==> src/design/gbc_pkg.sv <==
// Shared types, S-box table and round function for the GOST block cipher core.
package gbc_pkg;

    localparam int NumRounds = 32;
    localparam int MacRounds = 16;
    localparam int EncFwdRounds = 24;
    localparam int NumKeys = 8;
    localparam int HalfW = 32;
    localparam int RotAmt = 11;

    typedef enum logic [1:0] {
        REG_KEY01 = 2'd0,
        REG_KEY23 = 2'd1,
        REG_KEY45 = 2'd2,
        REG_KEY67 = 2'd3
    } t_reg_idx;

    localparam logic KIND_ENC = 1'b0;
    localparam logic KIND_MAC = 1'b1;

    typedef logic [NumKeys-1:0][HalfW-1:0] t_key_words;

    // u is the half about to be swapped out, v the half fed to the round function
    typedef struct packed {
        logic             valid;
        logic             kind;
        logic [HalfW-1:0] u;
        logic [HalfW-1:0] v;
    } t_stage;

    localparam logic [7:0] SBOX [64] = '{
        8'hc4, 8'hed, 8'h83, 8'hc9, 8'h92, 8'h98, 8'hfe, 8'h6b,
        8'hff, 8'hbe, 8'h65, 8'h5c, 8'he5, 8'h2c, 8'hb9, 8'h20,
        8'h89, 8'h57, 8'h16, 8'hb3, 8'h11, 8'hf3, 8'h98, 8'h06,
        8'h30, 8'h79, 8'hc0, 8'h97, 8'ha8, 8'h1a, 8'h5d, 8'hd5,
        8'h2e, 8'h01, 8'hda, 8'h34, 8'h73, 8'hd5, 8'h3b, 8'he8,
        8'h4b, 8'hc2, 8'h77, 8'h7e, 8'hdc, 8'h64, 8'hac, 8'haf,
        8'h6d, 8'ha6, 8'h02, 8'hf1, 8'h07, 8'h4f, 8'he1, 8'h4a,
        8'hba, 8'h30, 8'h2f, 8'h12, 8'h56, 8'h8b, 8'h44, 8'h8d
    };

    // add key, substitute nibbles, rotate left
    function automatic logic [HalfW-1:0] round_f(input logic [HalfW-1:0] half,
                                                 input logic [HalfW-1:0] key);
        logic [HalfW-1:0] sum;
        logic [HalfW-1:0] sub;
        logic [3:0]       hi;
        logic [3:0]       lo;
        logic [7:0]       hb;
        logic [7:0]       lb;
        sum = half + key;
        sub = '0;
        for (int j = 0; j < 4; j++) begin
            hi = sum[8*j+4 +: 4];
            lo = sum[8*j +: 4];
            hb = SBOX[{hi, j[1:0]}];
            lb = SBOX[{lo, j[1:0]}];
            sub[8*j +: 8] = {hb[7:4], lb[3:0]};
        end
        return {sub[HalfW-RotAmt-1:0], sub[HalfW-1:HalfW-RotAmt]};
    endfunction

    // key schedule: 0..7 for the first 24 rounds, then 7..0
    function automatic logic [2:0] key_index(input int rnd);
        logic [2:0] r;
        r = rnd[2:0];
        return (rnd < EncFwdRounds) ? r : (3'd7 - r);
    endfunction

endpackage

==> src/design/gbc_out_buf.sv <==
// Output register with skid entry; freezes the round pipeline when both are full.
module gbc_out_buf
    import gbc_pkg::*;
(
    input  logic         i_clk,
    input  logic         i_rst_n,
    input  logic         i_valid,
    input  logic [63:0]  i_data,
    output logic         o_en,
    output logic         m_axis_tvalid,
    input  logic         m_axis_tready,
    output logic [63:0]  m_axis_tdata
);

    logic        r_out_valid;
    logic [63:0] r_out_data;
    logic        r_skid_valid;
    logic [63:0] r_skid_data;
    logic        w_out_free;

    assign o_en          = !r_skid_valid;
    assign w_out_free    = !r_out_valid || m_axis_tready;
    assign m_axis_tvalid = r_out_valid;
    assign m_axis_tdata  = r_out_data;

    always_ff @(posedge i_clk) begin
        if (!i_rst_n) begin
            r_out_valid  <= 1'b0;
            r_skid_valid <= 1'b0;
        end else if (r_skid_valid) begin
            if (m_axis_tready) begin
                r_out_valid  <= 1'b1;
                r_skid_valid <= 1'b0;
            end
        end else if (w_out_free) begin
            r_out_valid <= i_valid;
        end else if (i_valid) begin
            r_skid_valid <= 1'b1;
        end
    end

    always_ff @(posedge i_clk) begin
        if (r_skid_valid) begin
            if (m_axis_tready) begin
                r_out_data <= r_skid_data;
            end
        end else if (w_out_free) begin
            r_out_data <= i_data;
        end else begin
            r_skid_data <= i_data;
        end
    end

endmodule

==> config.mk <==
export PLATFORM = sky130hd
export DESIGN_NAME = gbc_out_buf
export DESIGN_NICKNAME = d
export VERILOG_FILES = /design/src/design/gbc_pkg.sv /design/src/design/gbc_out_buf.sv
export SDC_FILE = /design/constraint.sdc
export NUM_CORES = 1
export LEC_CHECK = 0
export BUFFER_PORTS_ARGS = -buffer_cell sky130_fd_sc_hd__clkbuf_2
export CAP_MARGIN = 30
export CORE_ASPECT_RATIO = 1.2
export CORE_MARGIN = 1.5
export CORE_UTILIZATION = 30
export DETAILED_ROUTE_END_ITERATION = 8
export PLACE_DENSITY = 0.54
export SLEW_MARGIN = 20
export SYNTH_ARGS = -nofsm -noshare
export SYNTH_HDL_FRONTEND = slang
export SYNTH_SLANG_ARGS = --single-unit
==> constraint.sdc <==
create_clock -name i_clk -period 8 [get_ports i_clk]
set_input_delay 1.6 -clock i_clk [delete_from_list [all_inputs] [get_ports i_clk]]
set_output_delay 1.6 -clock i_clk [all_outputs]
set_load 0.1 [all_outputs]
== Yosys cells after proc, flatten, opt, wreduce, memory -nomap -nowiden ==
Cells that the tools add are included.

* Eq/ne operators: 1
* Muxes and demuxes: 10
* Bitwise gates (word level): 2
* Reduce and logical (&&, ||, !) cells: 6

{| class="wikitable"
|+ Operators with widths
! cell !! count
|-
| 64-bit two-way mux || 3
|-
| 1-bit two-way mux || 7
|-
| 2-bit AND reduction || 2
|-
| 1-bit logical NOT || 2
|-
| 2-bit inequality test (second input constant) || 1
|-
| 1-bit NOT || 2
|-
| 2-bit nonzero test || 1
|-
| 1-bit logical OR || 1
|}

* Flip-flop bits (word level): 130
* Input port bits: 68
* Output and inout port bits: 66
* Word-level logic and storage cells: 23

== Depth between registers and ports, before layout ==
Gate-level depths: netlist of run 1.

* Depth after elaboration: 4
* Depth in mapped cells: 4
* Mapped depth without buffers: 2

== Least setup slack after synthesis of run 1 ==
No wires, ideal clock.

* Kind: input port to flip-flop
* From: in m_axis_tready
* To: reg r_skid_data[0] (enable)
* Library setup time: 579 ps
* Arrival: 6,254 ps
* Data required time: 7,421 ps
* Setup slack: 1,167 ps
* Stages: 1
* Path buffers: 0
* Cell sequence: nor3b_1

* Longest elaborated chain between the ends: 3

{| class="wikitable"
|+ RTL lines
! item !! line !! source
|-
| from (decl) || gbc_out_buf.sv:11 || <nowiki>input logic m_axis_tready,</nowiki>
|-
| 1-bit logical OR || gbc_out_buf.sv:22 || <nowiki>assign w_out_free = !r_out_valid || m_axis_tready;</nowiki>
|-
| 1-bit NOT (no line) || n/a ||
|-
| 2-bit AND reduction (no line) || n/a ||
|-
| to (signal assigned) || gbc_out_buf.sv:50 || <nowiki>r_skid_data <= i_data;</nowiki>
|-
| to (decl) || gbc_out_buf.sv:18 || <nowiki>logic [63:0] r_skid_data;</nowiki>
|}

No other way between the ends.
A chain may end at the register's enable or synchronous reset.

== Worst setup path after layout of run 1 ==
* From: reg r_skid_valid
* To: out o_en

* Longest elaborated chain between the ends: 1

{| class="wikitable"
|+ RTL lines
! item !! line !! source
|-
| from (decl) || gbc_out_buf.sv:17 || <nowiki>logic r_skid_valid;</nowiki>
|-
| from (signal assigned) || gbc_out_buf.sv:29 || <nowiki>r_skid_valid <= 1'b0;</nowiki>
|-
| from (signal assigned) || gbc_out_buf.sv:33 || <nowiki>r_skid_valid <= 1'b0;</nowiki>
|-
| from (signal assigned) || gbc_out_buf.sv:38 || <nowiki>r_skid_valid <= 1'b1;</nowiki>
|-
| 1-bit logical NOT || gbc_out_buf.sv:21 || <nowiki>assign o_en = !r_skid_valid;</nowiki>
|-
| to (decl) || gbc_out_buf.sv:9 || <nowiki>output logic o_en,</nowiki>
|}

No other way between the ends.

==> results_dict.tcl, run 1 <==
set metrics [dict create \
    regArea_um2 3890 \
    reg2reg_to "m_axis_tdata[1]" \
    min_period_ps 3320 \
    hp-start "r_skid_data[37]" \
    ctsResizeCount 0 \
    cts.htree.levels 4 \
    cp_max_fo 39 \
    synth_seq_cells 130 \
    r2r-start "r_skid_valid" \
    r2r.worst_path.cells 2 \
    wl_met3_um 589 \
    synth_common_cells "edfxtp_1 (128), mux2_4 (64), buf_12 (7), dfxtp_1 (2), nor3b_1 (2)" \
    ios 134 \
    vdd_ir_drop_max_mv 0.112 \
    power.leakage_nw 2.59 \
    grt_usage_pct 10.3 \
    cap_violations 0 \
    clk_pin_slew_ps 50 \
    dr.pass1.iters 4 \
    skew_ps 7.70 \
    start_kind "register" \
    highest_layer "met4" \
    cts_setup_buffers 0 \
    clock-sinks 130 \
    worstSkewPairLatency_ps 410 \
    synthArstFlopShare_pct 0 \
    synth-main-ff-cell "edfxtp_1" \
    start_util_pct 30.9 \
    synth_area_leaders "edfxtp_1 (76%), mux2_4 (19%), buf_12 (2.8%)" \
    cp_data_required_time_ps 6400 \
    layout_setup_ws_ps 4680 \
    ys_types 12 \
    path_class "register to output port" \
    antenna_cells 0 \
    vias_per_cell 4.16 \
    drive_above_1_share_pct 62.0 \
    r2r_slack_ps 5890 \
    setup_tns_ps 0 \
    wl_met2_um 4110 \
    wirelength_um 8500 \
    slew_viol_final 0 \
    cts_made_buffers 17 \
    dieArea_um2 17600 \
    grt-ovfl-total 0 \
    arrival_ps 1720 \
    routabilityCongestion 0.635 \
    dp_hpwl_um 5520 \
    yosysTopAreaCellShare_pct 76.0 \
    dieWidth_um 121 \
    n_fill_cell 1528 \
    dp_slack_ps 5000 \
    antenna_found_initial 0 \
    setup_violations 0 \
    grt_pass1_wl_um 13600 \
    syn_nets 278 \
    grt_start_max_net_pins 65 \
    hold_viol 0 \
    hold_end "m_axis_tdata[37]" \
    final_nets 426 \
    synth_edf_count 128 \
    hold_path.class "register to register" \
    cts_root_buf "clkbuf_16" \
    synth_top_cell_by_area "edfxtp_1" \
    fin_crit_sh_pct 41.5 \
    p_per_area_nw_per_um2 294 \
    outcome "finished clean" \
    clockBufferDepth 2 \
    hold_buffers 0 \
    post-synth-top-count-cell "edfxtp_1" \
    rsz0062_at_grt "false" \
    post-route-util_pct 39.7 \
    synthCells 210 \
    tightest_slew_ps 842 \
    ys_seq_area_share_pct 76.8 \
    grt_pass1_vias 2641 \
    post-route-drc-count 0 \
    syn_to_final_growth_pct 28.3 \
    holdPathStages 1 \
    wl_per_cell_um 14.6 \
    cts_tree "yes" \
    rows 51 \
    slew_headroom_pct 43.9 \
    drt-met1-wl_um 3670 \
    drt-initial-drc-count 100 \
    dp_cells 551 \
    die_h_um 145 \
    multiInputGateArea_um2 1030 \
    final_cells 583 \
    end_kind "output port" \
    postRouteAntennaNets 0 \
    yosys_warnings 0 \
    vias 2425 \
    synth_area_per_cell_um2 24.1 \
    fmax_ghz 0.302 \
    port-buffer-count 133 \
    core_um2 16300 \
    syn_area_um2 5050 \
]
final cells by class:
class                      instances  share of cell area, %
sequential                       130                   59.9
multi-input combinational         71                   15.9
timing repair buffer             137                   10.7
clock buffer                      20                   6.73
tap                              212                   4.09
clock inverter                    12                   2.53
inverter                           1                 0.0579
cells in the final DEF (no fill, tap or decap), drive strengths merged:
cell        n
mux2       64
o21bai      1
clkinv      6
clkinvlp    2
buf         4
clkbuf    153
edfxtp    128
mux2i       1
nand2b      1
a21boi      1
inv         1
a21oi       1
nor3b       2
bufinv      4
dfxtp       2
worst max-delay path, cell delays in order, from the launching register on:
cell,delay [ps]
dfxtp_4,800
inv_1,110
clkbuf_2,400
power breakdown:
group	total, W	switching [W]	internal (W)
registers	0.000812	0.0000144	0.000798
clock network	0.000788	0.000272	0.000516
logic	0.000308	0.000247	0.0000606
total	0.00191	0.000533	0.00137
state kept, by name, indices dropped and copies added, names as in the netlist:
register	count
m_axis_tdata	64
m_axis_tvalid	1
r_skid_data	64
r_skid_valid	1
worst max path at each step:
stage                        to           from  depth (start not counted)
2_1_floorplan    r_skid_data[0]  m_axis_tready                          1
3_3_place_gp   m_axis_tdata[38]  m_axis_tready                          3
3_5_place_dp   m_axis_tdata[37]  m_axis_tready                          3
4_1_cts                    o_en   r_skid_valid                          2
5_1_grt                    o_en   r_skid_valid                          2
6_report                   o_en   r_skid_valid                          2
routing by layer:
metal  vias up  track usage (%)
li1       1136                -
met1      1189             12.6
met2        90             15.8
met3        10             4.44
met4         0             4.59
met5         -                0
metrics by stage:
stage | hold WS [ps] | power [W] | instance area [um2]
6_report | 545 | 0.00191 | 6480
5_1_grt | 554 | 0.00197 | 6480
4_1_cts | 544 | 0.00194 | 6480
3_5_place_dp | 534 | 0.00114 | 5880
3_3_place_gp | 530 | 0.00114 | 5880
2_1_floorplan | 527 | 0.00109 | 5050
cell families (layout without fill, tap and decap cells):
family | after synthesis | in the layout | synth area share (%)
AO/OA/AOI/OAI | 3 | 3 | 0.470
multiplexers | 65 | 65 | 19.2
flip-flops | 130 | 130 | 76.8
AND/OR/NAND/NOR | 3 | 3 | 0.421
buffers and inverters | 9 | 170 | 3.07
No activity file was read; power rests on OpenSTA's default activity.
==> run 2, diff against run 1 <==
==> constraint.sdc (replaced) <==
create_clock -name i_clk -period 3.2 [get_ports i_clk]
set_input_delay 0.64 -clock i_clk [delete_from_list [all_inputs] [get_ports i_clk]]
set_output_delay 0.64 -clock i_clk [all_outputs]
set_load 0.1 [all_outputs]
==> run 2 against run 1 <==
Against the previous run:
- combinational power grew to 2.5 times the previous value
- sequential power grew to 2.5 times the previous value
- final area grew 0.60%
- die area is the same
- global-route usage grew 0.54 points
- register-to-register slack lost 4800 ps
- sequential share of layout area shrank 0.34 points
- clock skew is essentially flat
- power grew to 2.5 times the previous value
- clock power grew to 2.6 times the previous value
- worst setup slack lost 3800 ps
- largest cell class unchanged
- highest routed layer unchanged
==> results_dict.tcl, run 2 (synthesized netlist as in run 1, its figures left out) <==
set metrics [dict create \
    slew_viol_final 0 \
    grt_pass1_vias 2609 \
    skew_ps 7.42 \
    die_h_um 145 \
    dieArea_um2 17600 \
    end_kind "output port" \
    ctsResizeCount 0 \
    vdd_ir_drop_max_mv 0.261 \
    cts_made_buffers 17 \
    antenna_found_initial 0 \
    hold_path.class "primary input to register" \
    port-buffer-count 133 \
    setup_violations 0 \
    cp_data_required_time_ps 2560 \
    drive_above_1_share_pct 62.9 \
    min_period_ps 2340 \
    ios 134 \
    rows 51 \
    clk_pin_slew_ps 60 \
    setup_tns_ps 0 \
    crit_path_cell_trace "inv_1 > clkbuf_2" \
    start_kind "register" \
    cts_tree "yes" \
    hold_buffers 0 \
    grt-ovfl-total 0 \
    vias 2397 \
    cap_violations 0 \
    clock-sinks 130 \
    grt_usage_pct 10.9 \
    rsz0062_at_grt "false" \
    dp_slack_ps 1060 \
    dp_hpwl_um 5980 \
    grt_start_max_net_pins 46 \
    cts_root_buf "clkbuf_16" \
    power.leakage_nw 2.61 \
    layout.cells.most_common "clkbuf_2" \
    hold_viol 0 \
    path_class "register to output port" \
    p_per_area_nw_per_um2 745 \
    post-route-drc-count 0 \
    fin_crit_sh_pct 73.1 \
    dieWidth_um 121 \
    cts.htree.levels 4 \
    final_nets 427 \
    drt-initial-drc-count 118 \
    vias_per_cell 4.10 \
    dr.pass1.iters 4 \
    start_util_pct 30.9 \
    worstSkewPairLatency_ps 410 \
    r2r.worst_path.cells 2 \
    cts_setup_buffers 0 \
    postRouteAntennaNets 0 \
    post-route-util_pct 39.9 \
    holdPathStages 1 \
    layout_common_cells "clkbuf_2 (133), edfxtp_1 (128), mux2_4 (64), clkbuf_16 (17)" \
    routabilityCongestion 0.706 \
    wl_per_cell_um 15.4 \
    wirelength_um 8970 \
    antenna_cells 0 \
    layout_setup_ws_ps 859 \
    arrival_ps 1700 \
    slew_headroom_pct 47.6 \
    cp_max_fo 34 \
    max_stage_delay_ps 740 \
    clockBufferDepth 2 \
    tightest_slew_ps 785 \
    syn_to_final_growth_pct 29.1 \
    outcome "finished clean" \
    slowest_stage "dfxtp_4" \
    grt_pass1_wl_um 14100 \
    fmax_ghz 0.427 \
    core_um2 16300 \
]
-- run 2: changes by cell type in the layout (fill, tap and decap cells not counted) --
cell	previous run	this run
nor3b_2	1	0
clkinv_4	1	0
bufinv_16	4	5
dfxtp_1	1	0
nor3b_4	0	1
buf_4	4	5
clkinv_2	1	3
clkinv_1	4	2
dfxtp_2	0	1
-- run 2: final timing paths --
| check | startpoint | endpoint | slack [ps] |
|---|---|---|---|
| max | r_skid_valid | o_en | 860 |
| max reg2reg | r_skid_valid | m_axis_tdata[24] | 1100 |
| min reg2reg | r_skid_data[33] | m_axis_tdata[33] | 540 |
| min | i_data[43] | r_skid_data[43] | 420 |
-- run 2: worst max-delay path, delay by kind of cell (launching register included) --
kind,cells,cell delay [ps]
flops,1,740
buf+inv,2,540
-- run 2: final cells by class --
class	instances	area (um2)
Clock buffer	20	437
Clock inverter	12	188
Fill cell	1550	9810
Inverter	1	3.75
Multi-Input combinational cell	71	1040
Sequential cell	130	3890
Tap cell	212	265
Timing Repair Buffer	138	703
-- run 2: layer usage --
| layer | part of all wire [%] | track usage [%] | up-vias | wire length (um) |
|---|---|---|---|---|
| met5 | 0 | 0 | - | 0 |
| met4 | 1.6 | 4.59 | 0 | 143 |
| met3 | 8.4 | 4.99 | 11 | 752 |
| met2 | 48 | 16.9 | 93 | 4280 |
| met1 | 42 | 12.9 | 1156 | 3790 |
| li1 | - | - | 1137 | - |
-- run 2: per-stage QoR --
stage | area, um2 | total power [W] | hold WS [ps] | cells
floorplan | 5070 | 0.00271 | 527 | 210
global placement | 5900 | 0.00284 | 529 | 552
detailed placement | 5900 | 0.00285 | 534 | 552
CTS | 6520 | 0.00492 | 400 | 584
global route | 6520 | 0.00502 | 401 | 584
finish | 6520 | 0.00486 | 425 | 584
-- run 2: where the power goes --
group	total, W	switching [W]	leakage [nW]	internal, W
Combinational	0.000774	0.000621	1.04	0.000153
Sequential	0.00203	0.0000369	1.27	0.00199
Clock	0.00205	0.000681	0.299	0.00137
Total	0.00486	0.00134	2.61	0.00352
==> run 3, diff against run 2 <==
--- a/config.mk
+++ b/config.mk
@@ -11,7 +11,7 @@
 export CORE_MARGIN = 1.5
 export CORE_UTILIZATION = 30
 export DETAILED_ROUTE_END_ITERATION = 8
-export PLACE_DENSITY = 0.54
+export PLACE_DENSITY = 0.56
 export SLEW_MARGIN = 20
 export SYNTH_ARGS = -nofsm -noshare
 export SYNTH_HDL_FRONTEND = slang
==> constraint.sdc (replaced) <==
create_clock -name i_clk -period 1.98 [get_ports i_clk]
set_input_delay 0.396 -clock i_clk [delete_from_list [all_inputs] [get_ports i_clk]]
set_output_delay 0.396 -clock i_clk [all_outputs]
set_load 0.1 [all_outputs]
==> run 3 against run 2 <==
Against the previous run:
- final area down 1.0%
- largest power group is now sequential cells
- sequential share of layout area rose by 0.65 points
- hold slack worse by 240 ps
- critical endpoint unchanged
- largest cell class unchanged
- critical path type unchanged
==> results_dict.tcl, run 3 (synthesized netlist as in run 1, its figures left out) <==
set metrics [dict create \
    tightest_slew_ps 575 \
    vias 2370 \
    path_class "register to output port" \
    intPower_w 0.00516 \
    p_sw_w 0.00211 \
    grtUsageMet1_pct 11.8 \
    clockPowerShare_pct 37.6 \
    cp_data_required_time_ps 1580 \
    final_area_um2 6460 \
    clk_pin_slew_ps 50 \
    slew_headroom_pct 61.8 \
    wl_per_cell_um 14.5 \
    grt_pass1_vias 2575 \
    setup_tns_ps 0 \
    dieWidth_um 121 \
    grt_use_met2_pct 16.0 \
    pwr-share-seq_pct 45.0 \
    min_period_ps 1720 \
    layout_common_cells "clkbuf_2 (133), edfxtp_1 (128), mux2_4 (64), clkbuf_16 (17)" \
    ios 134 \
    slowest_stage "clkbuf_2" \
    drive_above_1_share_pct 62.3 \
    port-buffer-count 133 \
    cts_setup_buffers 0 \
    syn_to_final_growth_pct 27.7 \
    layout.cells.most_common "clkbuf_2" \
    slew_viol_final 0 \
    cts_tree "yes" \
    setup_violations 0 \
    arrival_ps 1320 \
    dp_hpwl_um 5610 \
    n_fill_cell 1516 \
    swShare_pct 29.0 \
    critPathLaunch "r_skid_valid" \
    clockBufferDepth 2 \
    p_per_area_nw_per_um2 1120 \
    dr.pass1.iters 4 \
    final_nets 427 \
    hold_buffers 0 \
    antenna_found_initial 1 \
    power.leakage_nw 2.57 \
    vias_per_cell 4.08 \
    grt_pass1_wl_um 13400 \
    cap_violations 0 \
    fin_hold_ws_ps 184 \
    ctsResizeCount 0 \
    cts.htree.levels 4 \
    cp_max_fo 9 \
    wirelength_um 8420 \
    dieArea_um2 17600 \
    outcome "finished clean" \
    combPwrFrac_pct 17.4 \
    cts_root_buf "clkbuf_16" \
    hold_viol 0 \
    cts_made_buffers 17 \
    post-route-drc-count 0 \
    start_util_pct 30.9 \
    fin_crit_sh_pct 86.8 \
    clock-sinks 130 \
    rsz0062_at_grt "false" \
    rows 51 \
    grt_usage_pct 10.3 \
    core_um2 16300 \
    top_usage_layer "met2" \
    skew_ps 5.99 \
    grtUsageMet3_pct 4.28 \
    end_kind "output port" \
    die_h_um 145 \
    drt-initial-drc-count 113 \
    antenna_cells 0 \
    postRouteAntennaNets 0 \
    r2r-start "r_skid_valid" \
    vdd_ir_drop_max_mv 0.392 \
    hp-start "i_data[22]" \
    hold_path.class "primary input to register" \
    place_area_um2 5950 \
    fmax_ghz 0.582 \
    worstSkewPairLatency_ps 400 \
    start_kind "register" \
    routabilityCongestion 0.672 \
    grt_start_max_net_pins 65 \
    grt-ovfl-total 0 \
    max_stage_delay_ps 450 \
    crit_path_cell_trace "inv_1 > clkbuf_2" \
    r2r.worst_path.cells 2 \
    holdPathStages 1 \
]
[run 3: cell types whose count changed in the layout (fill, tap and decap cells not counted), sizes merged]
cell      delta
bufinv       -4
clkinv       +2
clkinvlp     -1
[run 3: worst max-delay path, delay by kind of cell (launching register included)]
| family | cells | cell delay, ps |
|---|---|---|
| buffers and inverters | 2 | 520 |
| DFF | 1 | 400 |
[run 3: routing by layer]
| metal | up-vias | part of all wire (%) |
|---|---|---|
| met2 | 83 | 47 |
| met1 | 1134 | 43 |
| li1 | 1138 | - |
| met5 | - | 0.12 |
| met3 | 13 | 7.7 |
| met4 | 2 | 1.9 |
[run 3: area by class of cell]
cell class | instances | area (um2) | area share (%)
repair buffers | 138 | 753 | 11.7
clock buffers | 20 | 437 | 6.76
well taps | 212 | 265 | 4.11
inverters | 1 | 3.75 | 0.0581
flip-flops and latches | 130 | 3890 | 60.3
clock inverters | 9 | 68.8 | 1.07
multi-input cells | 71 | 1040 | 16.1
[run 3: path summary, 6_finish.rpt]
| kind | to | slack [ps] |
|---|---|---|
| min | r_skid_data[22] | 180 |
| max reg2reg | r_skid_data[48] | 610 |
| max | o_en | 260 |
| min reg2reg | m_axis_tdata[11] | 540 |
[run 3: per-stage QoR]
step                power [W]  util, %  cells  worst slack [ps]
finish                0.00726     39.5    581               261
global route          0.00754     39.5    581               216
CTS                   0.00738     39.5    581               228
detailed placement    0.00460     36.4    552               488
global placement      0.00460     36.4    552               509
floorplan             0.00438        -    210              -727
[run 3: power by group through the flow]
stage | sequential (W) | clock, W | combinational (W)
6_report | 0.00327 | 0.00273 | 0.00126
3_3_place_gp | 0.00333 | 0 | 0.00127
3_5_place_dp | 0.00333 | 0 | 0.00128
5_1_grt | 0.00329 | 0.00294 | 0.00131
4_1_cts | 0.00327 | 0.00283 | 0.00128
2_1_floorplan | 0.00416 | 0 | 0.000215
